### src/rtl/core/pcvl_pkg.sv
// ----------------------------------------------------------------------------
// pcvl_pkg: shared types and constants of the vertex lerp unit
// Holds the transaction side data and divider state carried between stages.
// ----------------------------------------------------------------------------
`default_nettype none

package pcvl_pkg;

   // attribute layout
   localparam int ATTR_COMPONENTS_DEF = 4;
   localparam int ATTR_MAX            = 4;
   localparam int COMP_W              = 16;

   // perspective weight divider: quotient bits resolved per stage and stages
   localparam int STEP_BITS  = 4;
   localparam int DIV_STAGES = 8;

   localparam logic [16:0] ONE_T     = 17'd65536;
   localparam logic [24:0] DEPTH_MAX = 25'd16777216;

   // operands and finished linear results that ride along the divider
   typedef struct packed {
      logic        [31:0] wa;
      logic        [31:0] wb;
      logic signed [31:0] ua;
      logic signed [31:0] ub;
      logic signed [31:0] va;
      logic signed [31:0] vb;
      logic        [24:0] depth;
      logic        [63:0] attr;
   } side_type;

   // restoring divider state
   typedef struct packed {
      logic [31:0] rem;
      logic [31:0] den;
      logic [31:0] dvd;
      logic [31:0] quo;
   } div_type;

endpackage

`default_nettype wire

### src/rtl/core/pcvl_div_step.sv
// ----------------------------------------------------------------------------
// pcvl_div_step: one stage of the perspective weight divider
// Resolves four quotient bits by restoring division and carries side data.
// ----------------------------------------------------------------------------
`default_nettype none

module pcvl_div_step (
   input  wire logic                clock,
   input  wire logic                reset,
   input  wire logic                adv,
   input  wire logic                in_valid,
   input  wire pcvl_pkg::side_type  in_side,
   input  wire pcvl_pkg::div_type   in_div,
   output logic                     out_valid,
   output pcvl_pkg::side_type       out_side,
   output pcvl_pkg::div_type        out_div
);

   pcvl_pkg::div_type  div_in;
   logic               vld_ff;
   pcvl_pkg::side_type side_ff;
   pcvl_pkg::div_type  div_ff;

   // shift in one dividend bit at a time, subtract when it fits; repeat for STEP_BITS bits
   always_comb begin
      logic [32:0] r;
      div_in = in_div;
      for (int i = 0; i < pcvl_pkg::STEP_BITS; i++) begin
         r          = {div_in.rem, div_in.dvd[31]};
         div_in.dvd = {div_in.dvd[30:0], 1'b0};
         if (r >= {1'b0, div_in.den}) begin
            div_in.rem = 32'(r - {1'b0, div_in.den});
            div_in.quo = {div_in.quo[30:0], 1'b1};
         end else begin
            div_in.rem = r[31:0];
            div_in.quo = {div_in.quo[30:0], 1'b0};
         end
      end
   end

   always_ff @(posedge clock) begin
      if (reset) begin
         vld_ff <= 1'b0;
      end else if (adv) begin
         vld_ff <= in_valid;
      end
   end

   always_ff @(posedge clock) begin
      if (adv) begin
         side_ff <= in_side;
         div_ff  <= div_in;
      end
   end

   assign out_valid = vld_ff;
   assign out_side  = side_ff;
   assign out_div   = div_ff;

endmodule

`default_nettype wire

### config.mk
export PLATFORM = sky130hd
export DESIGN_NAME = pcvl_div_step
export DESIGN_NICKNAME = d
export VERILOG_FILES = /design/src/rtl/core/pcvl_pkg.sv /design/src/rtl/core/pcvl_div_step.sv
export SDC_FILE = /design/constraint.sdc
export NUM_CORES = 1
export LEC_CHECK = 0
export ABC_CLOCK_PERIOD_IN_PS = 18100
export BUFFER_PORTS_ARGS = -buffer_cell sky130_fd_sc_hd__buf_2
export CELL_PAD_IN_SITES_DETAIL_PLACEMENT = 0
export CELL_PAD_IN_SITES_GLOBAL_PLACEMENT = 1
export CORE_AREA = 2 2 323 325
export CTS_CLUSTER_DIAMETER = 150
export CTS_CLUSTER_SIZE = 16
export DETAILED_ROUTE_END_ITERATION = 16
export DIE_AREA = 0 0 325 327
export GPL_ROUTABILITY_DRIVEN = 1
export PLACE_DENSITY = 0.45
export SLEW_MARGIN = 25
export SYNTH_ARGS = -nofsm -noshare
export SYNTH_HDL_FRONTEND = slang
export SYNTH_SLANG_ARGS = --single-unit
export TNS_END_PERCENT = 20
### constraint.sdc
create_clock -name clock -period 18.1 [get_ports clock]
set_input_delay 1.81 -clock clock [delete_from_list [all_inputs] [get_ports clock]]
set_output_delay 1.81 -clock clock [all_outputs]
set_load 0.02 [all_outputs]
==> flow_metrics.env <==
export IMPL_overflow=0
export IMPL_drive_gt1_share_pct=41.25
export IMPL_cts_sinks=406
export IMPL_power_leakage_nw=11.50
export IMPL_status="finished, final reports clean"
export IMPL_r2r_end="out_valid$_SDFFE_PP0P_"
export IMPL_synth_area_leaders="edfxtp_1, ha_1, mux2_2"
export IMPL_finalHoldViolCount=0
export IMPL_dr_total_vias=16743
export IMPL_crit_end="out_div[120]$_DFFE_PP_"
export IMPL_ant_nets=0
export IMPL_clkPwrFrac_pct=15.5
export IMPL_grt_max_degree=115
export IMPL_yosysWarnings=0
export IMPL_area_growth_pct=32.46
export IMPL_reg2reg_slack_ps=17500
export IMPL_worst_pin_slew_ps=975.6
export IMPL_netlist_area_mm2=0.02030
export IMPL_finalClockSkew_ps=0
export IMPL_critical_path_class="in -> reg"
export IMPL_p_sw_mw=1.847
export IMPL_rr_worst_depth=2
export IMPL_initial_core_util_pct=19.73
export IMPL_cts_tree="yes"
export IMPL_setup_viol_count_final=0
export IMPL_root_buffer="clkbuf_16"
export IMPL_h_tree_depth=1
export IMPL_path_clk_slew_ps=70
export IMPL_p_int_mw=2.595
export IMPL_rsz0062_at_grt="no"
export IMPL_yosysSeqAreaShare_pct=60.00
export IMPL_nNetsFinal=2886
export IMPL_antenna_found_initial=77
export IMPL_ios=823
export IMPL_min_period_over_period_pct=85.95
export IMPL_post_cts_setup_buffers=0
export IMPL_core_area_mm2=0.1029
export IMPL_post_synth_top_count_cell="edfxtp_1"
export IMPL_p_comb_share_pct=55.8
export IMPL_clock_fmax_ghz=0.06428
export IMPL_max_cap_viol_count=0
export IMPL_die_x_um=325
export IMPL_cts_buffers=31
export IMPL_ir_drop_mv=0.1075
export IMPL_port_buffers=814
export IMPL_drt_initial_drc_count=1333
export IMPL_power_density_mw_per_mm2=165.2
export IMPL_cp_end_kind="flip-flop"
export IMPL_drcViolationCount=0
export IMPL_cp_required_ps=18530
export IMPL_path_max_fanout=29
export IMPL_die_y_um=327
export IMPL_synthArstFlopShare_pct=0
export IMPL_fin_crit_ps=15560
export IMPL_clk_path_buf_depth=3
export IMPL_crit_top_cell="o21ai_0"
export IMPL_place_hpwl_um=103500
export IMPL_wl_per_cell_um=32.48
export IMPL_syn_avg_cell_area_um2=13.38
export IMPL_rows=118
export IMPL_hold_buffers=0
export IMPL_fin_tns_setup_ps=0
export IMPL_synth_top_cell_by_area="edfxtp_1"
export IMPL_syn_inst=1517
export IMPL_grt_pass1_wl_um=156000
export IMPL_p_seq_share_pct=28.8
export IMPL_synth_top_area_share_pct=59.90
export IMPL_reg2reg_from="out_valid$_SDFFE_PP0P_"
export IMPL_critPathSlowestCell="a2111oi_0"
export IMPL_cp_arrival_ps=15980
export IMPL_drt_pass1_iterations=6
export IMPL_p_sw_share_pct=41.59
export IMPL_slew_headroom_pct=34.96
export IMPL_viasPerCell=4.478
export IMPL_finalNonFillerCells=3739
export IMPL_ys_flop_type="edfxtp_1"
export IMPL_synth_edf_count=405
export IMPL_drv_slew=0
export IMPL_slowest_delay_ps=810
export IMPL_place_gp_congestion=0.9916
export IMPL_critPathLaunchType="input pin"
export IMPL_hp_class="reg -> reg"
export IMPL_grt_pass1_vias=16221
export IMPL_hp_start="out_valid$_SDFFE_PP0P_"
export IMPL_cts_resized_gates=0
export IMPL_totalWireLength_um=121500
export IMPL_whs_path_depth=2
export IMPL_startpoint="in_div[65]"
export IMPL_placed_cells=3688
export IMPL_synth_cell_types=74
export IMPL_insertion_delay_ps=660
export IMPL_dieArea_mm2=0.1063
export IMPL_ys_ff_latch=406
export IMPL_grt_util_all_layers_pct=21.87
export IMPL_yosys_top_cells_count="edfxtp_1, ha_1, a21oi_1"
layout make-up:
| type | count | area, um2 |
|---|---|---|
| Multi-Input combinational cell | 1002 | 7649 |
| Sequential cell | 406 | 12180 |
| Clock inverter | 5 | 73.82 |
| Timing Repair Buffer | 825 | 4167 |
| Antenna cell | 15 | 37.54 |
| Fill cell | 10983 | 76010 |
| Clock buffer | 31 | 775.7 |
| Inverter | 75 | 281.5 |
| Tap cell | 1380 | 1727 |
per-stage QoR:
step                      area, um2  total power, mW  hold slack (ps)  setup slack, ps  utilization, %
final                         26890            4.442            518.4             2543           26.13
after global routing          26860            4.743            542.1             1555           26.10
after CTS                     26850            4.509            530.0             2534           26.10
after detailed placement      26000            3.782            516.7             1835           25.27
after global placement        26000            3.795            485.9             1988           25.27
after floorplan               20310            3.047            578.8             4765               -
how the worst min path moves through the flow:
stage | endpoint | slack [ps]
after detailed placement | out_valid$_SDFFE_PP0P_ | 520
final | out_valid$_SDFFE_PP0P_ | 520
after floorplan | out_valid$_SDFFE_PP0P_ | 580
after global placement | out_valid$_SDFFE_PP0P_ | 490
after global routing | out_valid$_SDFFE_PP0P_ | 540
after CTS | out_valid$_SDFFE_PP0P_ | 530
per-layer routing:
layer	track usage, %	part of all wire [%]	vias to the layer above
li1	-	-	7447
met4	2.254	1.3	44
met2	36.90	47	696
met1	27.24	41	8416
met3	8.508	10	140
met5	0	0.24	-
flip-flops by register name, summed over array words and instances (netlist names):
register / cells
out_valid: 1
out_div: 124
out_side: 281
layout by cell type (no fill, tap or decap), types with 11 or more instances in the layout:
master       n
a21o_1      59
mux2_2      73
nand2b_1    16
a31oi_1     14
o21bai_1    17
mux2i_1     15
diode_2     15
buf_2      813
ha_1       128
nor2_1      86
buf_4       11
o21ai_0     47
o21a_1      15
inv_1       72
clkbuf_16   31
edfxtp_1   405
nand4_1     19
nand2_1     64
nand3_1     23
nor3_1      15
xnor2_1     75
and3_1      16
a21oi_1    121
nor2b_1     13
xor2_1      32
critical path: cells and delay by family:
kind / cells / cell delay, ps
adder cells (fa/ha/maj): 4 / 1620
AO/OA/AOI/OAI: 27 / 8350
multiplexers: 2 / 770
AND/OR/NAND/NOR: 9 / 1990
buffers and inverters: 6 / 1360
power groups by stage:
| stage | sequential, mW | clock, mW | combinational (mW) |
|---|---|---|---|
| final | 1.28 | 0.687 | 2.48 |
| after global routing | 1.29 | 0.747 | 2.71 |
| after CTS | 1.28 | 0.722 | 2.51 |
| after detailed placement | 1.30 | 0 | 2.49 |
| after global placement | 1.30 | 0 | 2.50 |
| after floorplan | 1.42 | 0 | 1.63 |
kinds of logic after synthesis:
family	share of synthesized area, %
muxes	5.454
xor gates and xnor gates	4.616
and+or+nand+nor	7.057
buffers and inverters	2.397
DFF	60.00
other	0.01847
adders and majority gates	8.283
AOI/OAI and AO/OA	12.17
(Power assumes the default switching activity.)
